[src/rtl/lfpc_pkg.sv]
// ----------------------------------------------------------------------------
// lfpc_pkg
// Types and constants shared by the line follower PWM and line counter core.
// ----------------------------------------------------------------------------
package lfpc_pkg;

  localparam int unsigned SpeedW   = 5;
  localparam int unsigned TickW    = 8;
  localparam int unsigned CfgIdxW  = 3;
  localparam int unsigned CfgDataW = 8;

  // configuration register indexes
  localparam logic [CfgIdxW-1:0] REG_SPEED_STRAIGHT   = 3'd0;
  localparam logic [CfgIdxW-1:0] REG_SPEED_TURN_INNER = 3'd1;
  localparam logic [CfgIdxW-1:0] REG_SPEED_TURN_OUTER = 3'd2;
  localparam logic [CfgIdxW-1:0] REG_PWM_PERIOD       = 3'd3;
  localparam logic [CfgIdxW-1:0] REG_DEBOUNCE_TICKS   = 3'd4;
  localparam logic [CfgIdxW-1:0] REG_COOLDOWN_TICKS   = 3'd5;

  // configuration reset values
  localparam logic [SpeedW-1:0] SPEED_STRAIGHT_RST   = 5'd9;
  localparam logic [SpeedW-1:0] SPEED_TURN_INNER_RST = 5'd5;
  localparam logic [SpeedW-1:0] SPEED_TURN_OUTER_RST = 5'd5;
  localparam logic [SpeedW-1:0] PWM_PERIOD_RST       = 5'd20;
  localparam logic [TickW-1:0]  DEBOUNCE_TICKS_RST   = 8'd20;
  localparam logic [TickW-1:0]  COOLDOWN_TICKS_RST   = 8'd100;

  typedef enum logic [1:0] {
    PH_WAIT_BLACK = 2'd0,
    PH_ON_BLACK   = 2'd1,
    PH_WAIT_WHITE = 2'd2,
    PH_COOLING    = 2'd3
  } line_phase_t;

  typedef struct packed {
    logic left_sensor;
    logic right_sensor;
  } in_item_t;

  typedef struct packed {
    logic             left_pwm;
    logic             right_pwm;
    logic             left_reverse;
    logic             right_reverse;
    logic [TickW-1:0] lines_seen;
    logic             line_pulse;
  } out_item_t;

  // line counter status toward the top level
  typedef struct packed {
    logic [TickW-1:0] lines_seen;
    logic             line_pulse;
    line_phase_t      phase;
  } line_stat_t;

endpackage

[src/rtl/lfpc_line_counter.sv]
// ----------------------------------------------------------------------------
// lfpc_line_counter
// Four-phase line counter: wait black, on black, debounce white, cool down.
// ----------------------------------------------------------------------------
module lfpc_line_counter (
  input  logic                            clk,
  input  logic                            rst_n,
  input  logic                            step_en,
  input  logic                            left_white,
  input  logic                            right_white,
  input  logic [lfpc_pkg::TickW-1:0]      debounce_ticks,
  input  logic [lfpc_pkg::TickW-1:0]      cooldown_ticks,
  output lfpc_pkg::line_stat_t            stat
);

  lfpc_pkg::line_phase_t      phase_r, phase_nxt;
  logic [lfpc_pkg::TickW-1:0] white_run_r, white_run_nxt;
  logic [lfpc_pkg::TickW-1:0] cool_r, cool_nxt;
  logic [lfpc_pkg::TickW-1:0] total_r, total_nxt;
  logic [lfpc_pkg::TickW-1:0] run_inc;
  logic                       pulse;

  assign run_inc = white_run_r + 1'b1;

  always_comb begin
    phase_nxt     = phase_r;
    white_run_nxt = white_run_r;
    cool_nxt      = cool_r;
    total_nxt     = total_r;
    pulse         = 1'b0;
    case (phase_r)
      lfpc_pkg::PH_WAIT_BLACK: begin
        if (!left_white && !right_white) begin
          phase_nxt = lfpc_pkg::PH_ON_BLACK;
        end
      end
      lfpc_pkg::PH_ON_BLACK: begin
        if (left_white || right_white) begin
          phase_nxt     = lfpc_pkg::PH_WAIT_WHITE;
          white_run_nxt = '0;
        end
      end
      lfpc_pkg::PH_WAIT_WHITE: begin
        if (left_white && right_white) begin
          white_run_nxt = run_inc;
          if (run_inc >= debounce_ticks) begin
            total_nxt     = total_r + 1'b1;
            phase_nxt     = lfpc_pkg::PH_COOLING;
            cool_nxt      = cooldown_ticks;
            white_run_nxt = '0;
            pulse         = 1'b1;
          end
        end else begin
          white_run_nxt = '0;
        end
      end
      default: begin
        if (cool_r != '0) begin
          cool_nxt = cool_r - 1'b1;
        end else begin
          phase_nxt = lfpc_pkg::PH_WAIT_BLACK;
        end
      end
    endcase
  end

  always_ff @(posedge clk) begin
    if (!rst_n) begin
      phase_r     <= lfpc_pkg::PH_WAIT_BLACK;
      white_run_r <= '0;
      cool_r      <= '0;
      total_r     <= '0;
    end else if (step_en) begin
      phase_r     <= phase_nxt;
      white_run_r <= white_run_nxt;
      cool_r      <= cool_nxt;
      total_r     <= total_nxt;
    end
  end

  assign stat.lines_seen = total_nxt;
  assign stat.line_pulse = pulse;
  assign stat.phase      = phase_r;

endmodule

[src/rtl/line_follower_pwm_and_line_counter_core.sv]
// ----------------------------------------------------------------------------
// line_follower_pwm_and_line_counter_core
// Per-tick wheel PWM, tank steering from two track sensors, and line counting.
// ----------------------------------------------------------------------------
//  channel  | ports                       | handshake
//  ---------+-----------------------------+---------------------------
//  input    | in_valid, in_ready, in_data | accept on valid & ready
//  result   | out_valid, out_ready, out_data | accept on valid & ready
//  config   | cfg_we, cfg_index, cfg_wdata| write on cfg_we, no wait
//
// One item per cycle: an input register feeds the step logic, which writes the
// result register; out_valid rises when the item reaches the result register.
// Both stages advance whenever the result register is empty or being taken.
// Reset (synchronous, active low) loads register defaults, clears all but data registers.
// Unknown config indexes are ignored.
// ----------------------------------------------------------------------------
module line_follower_pwm_and_line_counter_core (
  input  logic                              clk,
  input  logic                              rst_n,
  input  logic                              in_valid,
  output logic                              in_ready,
  input  lfpc_pkg::in_item_t                in_data,
  output logic                              out_valid,
  input  logic                              out_ready,
  output lfpc_pkg::out_item_t               out_data,
  input  logic                              cfg_we,
  input  logic [lfpc_pkg::CfgIdxW-1:0]      cfg_index,
  input  logic [lfpc_pkg::CfgDataW-1:0]     cfg_wdata
);

  // configuration
  logic [lfpc_pkg::SpeedW-1:0] speed_straight_r, speed_turn_inner_r, speed_turn_outer_r;
  logic [lfpc_pkg::SpeedW-1:0] pwm_period_r;
  logic [lfpc_pkg::TickW-1:0]  debounce_ticks_r, cooldown_ticks_r;

  always_ff @(posedge clk) begin
    if (!rst_n) begin
      speed_straight_r   <= lfpc_pkg::SPEED_STRAIGHT_RST;
      speed_turn_inner_r <= lfpc_pkg::SPEED_TURN_INNER_RST;
      speed_turn_outer_r <= lfpc_pkg::SPEED_TURN_OUTER_RST;
      pwm_period_r       <= lfpc_pkg::PWM_PERIOD_RST;
      debounce_ticks_r   <= lfpc_pkg::DEBOUNCE_TICKS_RST;
      cooldown_ticks_r   <= lfpc_pkg::COOLDOWN_TICKS_RST;
    end else if (cfg_we) begin
      case (cfg_index)
        lfpc_pkg::REG_SPEED_STRAIGHT:   speed_straight_r   <= cfg_wdata[lfpc_pkg::SpeedW-1:0];
        lfpc_pkg::REG_SPEED_TURN_INNER: speed_turn_inner_r <= cfg_wdata[lfpc_pkg::SpeedW-1:0];
        lfpc_pkg::REG_SPEED_TURN_OUTER: speed_turn_outer_r <= cfg_wdata[lfpc_pkg::SpeedW-1:0];
        lfpc_pkg::REG_PWM_PERIOD:       pwm_period_r       <= cfg_wdata[lfpc_pkg::SpeedW-1:0];
        lfpc_pkg::REG_DEBOUNCE_TICKS:   debounce_ticks_r   <= cfg_wdata;
        lfpc_pkg::REG_COOLDOWN_TICKS:   cooldown_ticks_r   <= cfg_wdata;
        default: ;
      endcase
    end
  end

  // pipeline control
  logic               s1_valid_r;
  lfpc_pkg::in_item_t s1_data_r;
  logic               out_valid_r;
  lfpc_pkg::out_item_t out_data_r, res;
  logic               out_load;
  logic               s1_free;

  assign out_load = s1_valid_r && (!out_valid_r || out_ready);
  assign s1_free  = !s1_valid_r || out_load;
  assign in_ready = s1_free;

  always_ff @(posedge clk) begin
    if (!rst_n) begin
      s1_valid_r  <= 1'b0;
      out_valid_r <= 1'b0;
    end else begin
      if (s1_free) begin
        s1_valid_r <= in_valid;
      end
      if (out_load) begin
        out_valid_r <= 1'b1;
      end else if (out_ready) begin
        out_valid_r <= 1'b0;
      end
    end
  end

  always_ff @(posedge clk) begin
    if (s1_free && in_valid) begin
      s1_data_r <= in_data;
    end
    if (out_load) begin
      out_data_r <= res;
    end
  end

  // PWM and steering
  logic [lfpc_pkg::SpeedW-1:0] pwm_cnt_r, pwm_cnt_nxt, pwm_inc;
  logic [lfpc_pkg::SpeedW-1:0] left_speed_r, left_speed_nxt;
  logic [lfpc_pkg::SpeedW-1:0] right_speed_r, right_speed_nxt;
  logic                        lw, rw, lrev, rrev;
  lfpc_pkg::line_stat_t        line_stat;

  assign lw      = s1_data_r.left_sensor;
  assign rw      = s1_data_r.right_sensor;
  assign pwm_inc = pwm_cnt_r + 1'b1;
  assign pwm_cnt_nxt = (pwm_inc >= pwm_period_r) ? '0 : pwm_inc;

  always_comb begin
    if (!lw && rw) begin
      left_speed_nxt  = speed_turn_outer_r;
      right_speed_nxt = speed_turn_inner_r;
      lrev            = 1'b0;
      rrev            = 1'b1;
    end else if (lw && !rw) begin
      left_speed_nxt  = speed_turn_inner_r;
      right_speed_nxt = speed_turn_outer_r;
      lrev            = 1'b1;
      rrev            = 1'b0;
    end else begin
      left_speed_nxt  = speed_straight_r;
      right_speed_nxt = speed_straight_r;
      lrev            = 1'b0;
      rrev            = 1'b0;
    end
  end

  always_ff @(posedge clk) begin
    if (!rst_n) begin
      pwm_cnt_r     <= '0;
      left_speed_r  <= '0;
      right_speed_r <= '0;
    end else if (out_load) begin
      pwm_cnt_r     <= pwm_cnt_nxt;
      left_speed_r  <= left_speed_nxt;
      right_speed_r <= right_speed_nxt;
    end
  end

  lfpc_line_counter u_line_counter (
    .clk            (clk),
    .rst_n          (rst_n),
    .step_en        (out_load),
    .left_white     (lw),
    .right_white    (rw),
    .debounce_ticks (debounce_ticks_r),
    .cooldown_ticks (cooldown_ticks_r),
    .stat           (line_stat)
  );

  always_comb begin
    res.left_pwm      = (pwm_inc <= left_speed_r);
    res.right_pwm     = (pwm_inc <= right_speed_r);
    res.left_reverse  = lrev;
    res.right_reverse = rrev;
    res.lines_seen    = line_stat.lines_seen;
    res.line_pulse    = line_stat.line_pulse;
  end

  assign out_valid = out_valid_r;
  assign out_data  = out_data_r;

  // a held input item stays in the input register until it moves on
  a_s1_hold: assert property (@(posedge clk) disable iff (!rst_n)
    s1_valid_r && !out_load |=> s1_valid_r && $stable(s1_data_r))
    else $error("input register dropped a stalled item");

  // a counted line always leaves the counter cooling down
  a_pulse_cool: assert property (@(posedge clk) disable iff (!rst_n)
    out_load && res.line_pulse |=> line_stat.phase == lfpc_pkg::PH_COOLING)
    else $error("line counted without entering cooldown");

  // a stalled result is never overwritten
  a_out_hold: assert property (@(posedge clk) disable iff (!rst_n)
    out_valid_r && !out_ready |-> !out_load)
    else $error("result register overwritten while stalled");

endmodule

[config.mk]
export PLATFORM = sky130hd
export DESIGN_NAME = line_follower_pwm_and_line_counter_core
export DESIGN_NICKNAME = d
export VERILOG_FILES = /design/src/rtl/lfpc_pkg.sv /design/src/rtl/lfpc_line_counter.sv /design/src/rtl/line_follower_pwm_and_line_counter_core.sv
export SDC_FILE = /design/constraint.sdc
export NUM_CORES = 1
export LEC_CHECK = 0
export BUFFER_PORTS_ARGS = -buffer_cell sky130_fd_sc_hd__buf_4
export CAP_MARGIN = 40
export CORE_MARGIN = 3
export CORE_UTILIZATION = 60
export DETAILED_ROUTE_END_ITERATION = 12
export PLACE_DENSITY = 0.79
export SKIP_LAST_GASP = 1
export SLEW_MARGIN = 5
export SYNTH_ARGS = -nofsm -noshare
export SYNTH_HDL_FRONTEND = slang
export SYNTH_SLANG_ARGS = --single-unit
[constraint.sdc]
create_clock -name clk -period 3.5 [get_ports clk]
set_clock_uncertainty 0.2 [all_clocks]
set_input_delay 0.7 -clock clk [delete_from_list [all_inputs] [get_ports clk]]
set_output_delay 0.7 -clock clk [all_outputs]
set_load 0.005 [all_outputs]
### Yosys cells after proc, flatten, opt, wreduce, memory -nomap -nowiden

Cells that the tools add are included.

| operators by class | value |
|---|---|
| add/sub/neg operators | 4 |
| $mul | 0 |
| divide/modulo/power cells | 0 |
| magnitude comparators | 4 |
| eq/ne operators | 12 |
| shift operators | 0 |
| mux-type cells | 27 |
| bitwise logic cells | 1 |
| reduce and logical (&&, ||, !) cells | 30 |

Operators with widths:

| operator | number |
|---|---|
| $mux W8 | 9 |
| $pmux W8 S2 | 2 |
| $mux W5 | 5 |
| $add A8 B1 Y8 const B | 2 |
| $reduce_and A2 Y1 | 7 |
| $le A5 B5 Y1 | 2 |
| $mux W2 | 5 |
| $ge A8 B8 Y1 | 1 |
| $ne A2 B1 Y1 const B | 4 |
| $reduce_bool A8 Y1 | 1 |
| $sub A8 B1 Y8 const B | 1 |
| $eq A3 B2 Y1 const B | 2 |
| $eq A3 B3 Y1 const B | 2 |
| $logic_and A1 B1 Y1 | 6 |
| $pmux W2 S3 | 1 |
| $reduce_and A6 Y1 | 1 |
| $reduce_bool A2 Y1 | 3 |
| $add A5 B1 Y5 const B | 1 |
| $ge A5 B5 Y1 | 1 |
| $mux W1 | 5 |
| $reduce_and A5 Y1 | 1 |
| $logic_not A1 Y1 | 4 |
| $ne A4 B4 Y1 const B | 1 |
| $eq A3 B1 Y1 const B | 1 |
| other kinds (8) | 10 |

| storage, ports and cells | value |
|---|---|
| bits in registers | 94 |
| latch bits | 0 |
| bits in writable memories | 0 |
| ROM bits | 0 |
| bits of input ports | 18 |
| output and inout port bits | 15 |
| logic and storage cells | 101 |
| memories kept | 0 |

### Logic depth before layout (Yosys ltp)

Gate-level depths: netlist (run 1).

| depth | value |
|---|---|
| word-level depth | 5 |
| gate-level depth with buffers | 12 |
| depth with buffers taken out | 10 |

### By module

A second synthesis (run 1) with hierarchy kept.

| unflattened totals | value |
|---|---|
| cells, all modules | 507 |
| area total of the unflattened synthesis | 4793.3 um^2 |

Modules (own cells, without submodules):

| module | instances | cells each | area an instance (um^2) | seq. area each (um^2) |
|---|---|---|---|---|
| line_follower_pwm_and_line_counter_core | 1 | 288 | 2960.3 | 1511.4 |
| lfpc_line_counter | 1 | 219 | 1833.0 | 520.5 |

### Worst setup path before layout (run 1)

No wires, ideal clock.

| timing path | value |
|---|---|
| path type | register -> register |
| from | register u_line_counter.white_run_r[0] (netlist name) |
| to | register out_data_r, in the netlist out_data[2] (data pin) |
| library setup time | 0.260 ns |
| arrival | 2.215 ns |
| data required time | 3.040 ns |
| setup slack | 0.825 ns |
| stages on the path, launching flop included | 12 |
| path buffers | 1 |
| period minus slack after synthesis | 2.675 ns |
| cells stage by stage | dfxtp_1 ha_1 nand3_1 nor2_1 xor2_1 ha_1 nand2_1 o21a_1 a21boi_2 buf_6 nor2_1 mux2_2 |

RTL lines:

| item | RTL line | RTL |
|---|---|---|
| from (decl) | lfpc_line_counter.sv:17 | `logic [lfpc_pkg::TickW-1:0] white_run_r, white_run_nxt;` |
| from (signal assigned) | lfpc_line_counter.sv:75 | `white_run_r <= white_run_nxt;` |
| to (signal assigned) | line_follower_pwm_and_line_counter_core.sv:90 | `out_data_r <= res;` |
| to (decl) | line_follower_pwm_and_line_counter_core.sv:61 | `lfpc_pkg::out_item_t out_data_r, res;` |

==> reports/metrics.yaml, run 1 <==
sta:
  worst_hold_slack_ns: 0.265
  fin_setup_tns_ns: 0
  slew_headroom_pct: 53.8
  fmax_mhz: 318
  report.final.slew_viol_count: 0
  finalCritPeriodShare_pct: 90.0
  fin_crit_ns: 3.15
  final_hold_viol_count: 0
  rsz0062_at_grt: "no"
  tightest_slew_ns: 0.689
  finalSetupViolations: 0
layout:
  final_common_cell: "dfxtp_1"
  diodes: 0
  num-nets-final: 608
  final_layout_size_suffix_gt1_share_pct: 11.5
  layout_common_cells: "79 x dfxtp_1, 64 x nand2_1, 41 x a21oi_1"
  n_fill_cell: 647
  area_growth_pct: 9.30
  design_area_mm2: 0.00530
clocking:
  cts_resized: 0
  cts-hold-fix-buffers: 0
  cts_tree: "yes"
  cts-htree-levels: 3
  cts_buffers: 9
  clk_pin_slew_ns: 0.09
  worstSkewPairLatency_ns: 0.37
  root_buffer: "clkbuf_8"
  clk_path_buf_depth: 2
  postCtsSetupBuffers: 0
  cts_sinks: 94
power_and_ir_drop:
  p_clk_share_pct: 35.6
  p_leak_nw: 2.14
  p_int_mw: 1.55
  power_switching_mw: 0.530
  vdd.ir_drop.worst_mv: 0.271
  switching_share_pct: 25.5
  seqPwrFrac_pct: 55.2
  comb_power_share_pct: 9.3
  power.total_mw: 2.08
  p_per_area_mw_per_mm2: 393
floorplanning:
  core_mm2: 0.00777
  die_height_um: 95.9
  rows: 32
  chipWidth_um: 95.9
  start_util_pct: 62.4
  io_pins: 33
  dieArea_mm2: 0.00919
global_routing:
  overflow: 0
  grt_first_pass_wirelength_um: 18200
  grt_pass1_vias: 3854
  antenna_found_initial: 0
  grt_max_degree: 52
  grt_usage_pct: 25.2
route:
  drtIter0Drc: 258
  ant_nets: 0
  dr.pass1.iters: 5
  drc: 0
  num_vias: 4001
  wire_per_inst_um: 16.0
  avgViaCountPerCell: 6.02
  postRouteWirelength_um: 10700
flow_run:
  drv_cap: 0
min_path:
  worstHoldPathType: "flip-flop to flip-flop"
place:
  place_hpwl_um: 7540
  place_congestion: 0.889
  place_area_mm2: 0.00510
  io_buffers: 32
synthesis:
  synth_seq_area_share_pct: 41.9
  yosys.area.top_type: "dfxtp_1"
  netlist_area_mm2: 0.00485
  yosysUniqueCellTypes: 63
  synth-async-reset-ratio_pct: 0
  synth_ff_type: "dfxtp_1"
  ys_ff_latch: 94
  synthCells: 534
  synth_top_area_share_pct: 32.6
  syn_nets: 584
  synth_area_per_cell_um2: 9.07
  synth_edf_count: 15
  yosys_warnings: 0
  synthTopCellsByArea: "dfxtp_1 33%, edfxtp_1 9.3%, ha_1 8.3%"
critical_path:
  crit_type: "flip-flop to flip-flop"
  start_kind: "flip-flop"
  arrival_ns: 3.07
  cp.required_ns: 3.42
  setup.worst_path.end_class: "flip-flop"
  path_max_fanout: 13
status:
  status: "complete, no violations"
-- cell usage after synthesis (all sizes together) (3+ instances only) --
cell and number:
or3 10, mux2i 22, dfxtp 79, o31ai 10, nor2 31, nand2b 8
ha 32, or4 6, nand3 24, o21ai 26, o211ai 7, nand2 64
edfxtp 15, or2 5, a211oi 4, o21a 10, xnor2 8, buf 6
a21oi 42, a22o 4, clkbuf 17, a21o 4, xor2 8, inv 32
o2111ai 3, nor3 9, nor2b 6, o221ai 10
-- sequential cells by signal, indices dropped and copies added (netlist names), 5 cells and up --
register                    count
speed_turn_inner_r              5
cooldown_ticks_r                8
right_speed_r                   5
speed_straight_r                5
speed_turn_outer_r              5
pwm_period_r                    5
debounce_ticks_r                8
u_line_counter.white_run_r      8
left_speed_r                    5
pwm_cnt_r                       5
out_data                       13
u_line_counter.total_r          8
u_line_counter.cool_r           8
-- final cells by class --
type,instances,area [µm²],area share (%)
clock buffer,10,128,2.41
inverter,32,120,2.27
multi-input combinational,385,2550,48.1
clock inverter,6,71.3,1.35
tap,102,128,2.41
timing repair buffer,36,268,5.06
sequential,94,2030,38.4
-- critical path, cell delays in order (launching register included) --
cell      delay, ns
dfxtp_1        0.42
and3_1         0.18
nand3_1        0.11
nor2_1         0.16
xor2_1         0.21
ha_1           0.29
a21oi_1        0.22
o21a_1         0.16
a21boi_2       0.47
buf_4          0.26
nor3_1         0.07
xor2_1         0.15
-- kinds of logic after synthesis --
group	synth area share [%]
mux	5.01
flops	41.9
buf+inv	5.45
fa+ha+maj	8.47
xor+xnor	2.89
compound gates	18.4
simple gates	17.8
-- per-layer routing --
layer  up-vias  global-route usage [%]  part of all wire [%]
li1       1961                       -                     -
met1      1919                    34.1                    46
met2       101                    40.9                    47
met3        20                    3.60                   4.3
met4         0                    9.24                   1.8
met5         -                       0                     0
-- stage by stage --
stage,std cells,util (%),setup slack (ns)
floorplan,534,-,0.825
global placement,648,65.6,0.546
detailed placement,649,65.6,0.418
CTS,665,68.2,0.374
global route,665,68.2,0.134
finish,665,68.2,0.351
-- worst paths after layout --
| path | start | to | slack (ns) | depth (start not counted) |
|---|---|---|---|---|
| worst max register to register | u_line_counter.white_run_r[0]$_SDFFE_PN0P_ | out_data[8]$_DFFE_PP_ | 0.35 | 11 |
| worst min register to register | debounce_ticks_r[7]$_SDFFE_PN0P_ | debounce_ticks_r[7]$_SDFFE_PN0P_ | 0.26 | 2 |
| worst max-delay path | u_line_counter.white_run_r[0]$_SDFFE_PN0P_ | out_data[8]$_DFFE_PP_ | 0.35 | 11 |
| worst min-delay path | debounce_ticks_r[7]$_SDFFE_PN0P_ | debounce_ticks_r[7]$_SDFFE_PN0P_ | 0.26 | 2 |
-- power by group through the flow --
stage          clock [mW]  sequential (mW)  combinational [mW]
6_report            0.739             1.15               0.193
4_1_cts             0.740             1.15               0.193
3_3_place_gp            0             1.17               0.184
5_1_grt             0.785             1.15               0.216
2_1_floorplan           0             1.17               0.128
3_5_place_dp            0             1.17               0.191
Note: power is estimated with default switching activity, not from simulation.
==> inputs of run 2 (changes only) <==
CORE_UTILIZATION = 40   (was 60)
PLACE_DENSITY = 0.57   (was 0.79)
==> reports/metrics.yaml, run 2 (synthesis gave the netlist of run 1 again) <==
status:
  status: "complete, no violations"
place:
  place_hpwl_um: 7850  # +4.1%
  io_buffers: 32  # unchanged
  place_congestion: 0.879  # -1.1%
  pre_cts_slack_ns: 0.643  # +0.225 ns
route:
  ant_nets: 0  # unchanged
  avgViaCountPerCell: 5.52  # -8.2%
  wire_per_inst_um: 15.6  # -2.5%
  num_vias: 3904  # -2.4%
  postRouteWirelength_um: 11100  # +3.7%
  drc: 0  # unchanged
  drtIter0Drc: 262  # +1.6%
  dr.pass1.iters: 4  # -1
clocking:
  root_buffer: "clkbuf_16"
  cts_buffers: 9  # unchanged
  cts-htree-levels: 3  # unchanged
  clk_pin_slew_ns: 0.06  # -0.03 ns
  clk_path_buf_depth: 2  # unchanged
  postCtsSetupBuffers: 0  # unchanged
  cts_resized: 0  # unchanged
  cts-hold-fix-buffers: 0  # unchanged
  cts_tree: "yes"
  cts_sinks: 94  # unchanged
  worstSkewPairLatency_ns: 0.34  # -0.03 ns
min_path:
  worstHoldPathType: "flip-flop to flip-flop"
critical_path:
  crit_type: "flip-flop to flip-flop"
  rrSetupSlack_ns: 0.61  # +0.26 ns
  arrival_ns: 2.92  # -0.15 ns
  path_max_fanout: 6  # -7
  start_kind: "flip-flop"
  cp.required_ns: 3.53  # +0.11 ns
  setup.worst_path.end_class: "flip-flop"
sta:
  rsz0062_at_grt: "no"
  fmax_mhz: 346  # +9.0%
  final_hold_viol_count: 0  # unchanged
  tightest_slew_ns: 0.637  # -0.0528 ns
  finalCritPeriodShare_pct: 82.5  # -7.4 points
  fin_crit_ns: 2.89  # -0.260 ns
  report.final.slew_viol_count: 0  # unchanged
  finalWorstSetupSlack_ns: 0.611  # +0.260 ns
  fin_setup_tns_ns: 0  # unchanged
  finalSetupViolations: 0  # unchanged
  slew_headroom_pct: 57.6  # +3.7 points
  worst_hold_slack_ns: 0.266  # +0.000793 ns
power_and_ir_drop:
  p_leak_nw: 2.20  # +2.6%
  power_switching_mw: 0.547  # +3.2%
  p_per_area_mw_per_mm2: 436  # +11%
  vdd.ir_drop.worst_mv: 0.205  # -24%
  p_clk_share_pct: 43.7  # +8.1 points
  switching_share_pct: 22.9  # -2.6 points
  seqPwrFrac_pct: 48.2  # -7.0 points
  p_int_mw: 1.84  # +19%
  comb_power_share_pct: 8.2  # -1.1 points
floorplanning:
  die_height_um: 116  # +21%
  dieArea_mm2: 0.0135  # +47%
  io_pins: 33  # unchanged
  chipWidth_um: 116  # +21%
  core_mm2: 0.0116  # +50%
  rows: 39  # +22%
  start_util_pct: 41.7  # -21 points
layout:
  final_layout_size_suffix_gt1_share_pct: 11.7  # +0.16 points
  final_common_cell: "dfxtp_1"
  largest_register_ffs: 13  # unchanged
  diodes: 0  # unchanged
  n_fill_cell: 1107  # +71%
  area_growth_pct: 12.9
  num-nets-final: 609  # +0.16%
  seq_area_mm2: 0.00203  # unchanged
  layout_common_cells: "79 x dfxtp_1, 64 x nand2_1, 41 x a21oi_1"
  multi_input_area_mm2: 0.00255  # unchanged
flow_run:
  drv_cap: 0  # unchanged
global_routing:
  grt_first_pass_wirelength_um: 18200  # about the same
  grt_max_degree: 52  # unchanged
  overflow: 0  # unchanged
  grt_pass1_vias: 3611  # -6.3%
  antenna_found_initial: 0  # unchanged
  grt_usage_pct: 17.2  # -7.9 points
==> run 2: changes by cell type in the layout (fill, tap and decap cells not counted), moves of 2 or more <==
| cell | change |
|---|---|
| buf_4 | +2 |
| clkbuf_8 | -9 |
| clkbuf_16 | +9 |
| clkinv_4 | -3 |
==> run 2: area by class of cell <==
class                   count  area share, %
flip-flops and latches     94           37.1
well taps                 143           3.27
clock inverters             6           1.55
repair buffers             37           5.08
multi-input cells         385           46.6
clock buffers              10           4.18
inverters                  32           2.19
==> run 2: final timing paths <==
path,start,to,depth (start not counted)
worst max-delay path,u_line_counter.white_run_r[0]$_SDFFE_PN0P_,u_line_counter.cool_r[6]$_SDFFE_PN0P_,10
worst min-delay path,debounce_ticks_r[5]$_SDFFE_PN0P_,debounce_ticks_r[5]$_SDFFE_PN0P_,2
worst max register to register,u_line_counter.white_run_r[0]$_SDFFE_PN0P_,u_line_counter.cool_r[6]$_SDFFE_PN0P_,10
worst min register to register,debounce_ticks_r[5]$_SDFFE_PN0P_,debounce_ticks_r[5]$_SDFFE_PN0P_,2
==> run 2: power by group through the flow <==
stage / combinational, mW / sequential [mW] / clock [mW]
floorplan: 0.128 / 1.17 / 0
global placement: 0.191 / 1.17 / 0
detailed placement: 0.196 / 1.17 / 0
CTS: 0.197 / 1.15 / 1.07
global route: 0.219 / 1.15 / 1.11
finish: 0.195 / 1.15 / 1.04
==> run 2: per-layer routing <==
metal  vias to the layer above  wire length (µm)  track usage, %
li1                       1966                 -               -
met1                      1851              5440            23.7
met2                        75              5000            26.8
met3                        12               386            2.92
met4                         0               218            7.27
met5                         -                 0               0
==> run 2: worst max-delay path: stages (launching register included) <==
cell     delay (ns)
dfxtp_1        0.40
ha_1           0.22
nand3_1        0.12
nor2_1         0.15
xor2_1         0.10
ha_1           0.29
and4_1         0.19
o21ai_0        0.12
o21ai_0        0.37
nand2_1        0.26
mux2_1         0.36
==> run 2: through the flow <==
| step | util, % | power, mW | area, µm² | cells |
|---|---|---|---|---|
| 3_3_place_gp | 44.4 | 1.36 | 5160 | 691 |
| 4_1_cts | 47.1 | 2.41 | 5470 | 707 |
| 3_5_place_dp | 44.4 | 1.37 | 5160 | 691 |
| 6_report | 47.1 | 2.39 | 5470 | 707 |
| 5_1_grt | 47.1 | 2.48 | 5470 | 707 |
| 2_1_floorplan | - | 1.30 | 4850 | 534 |
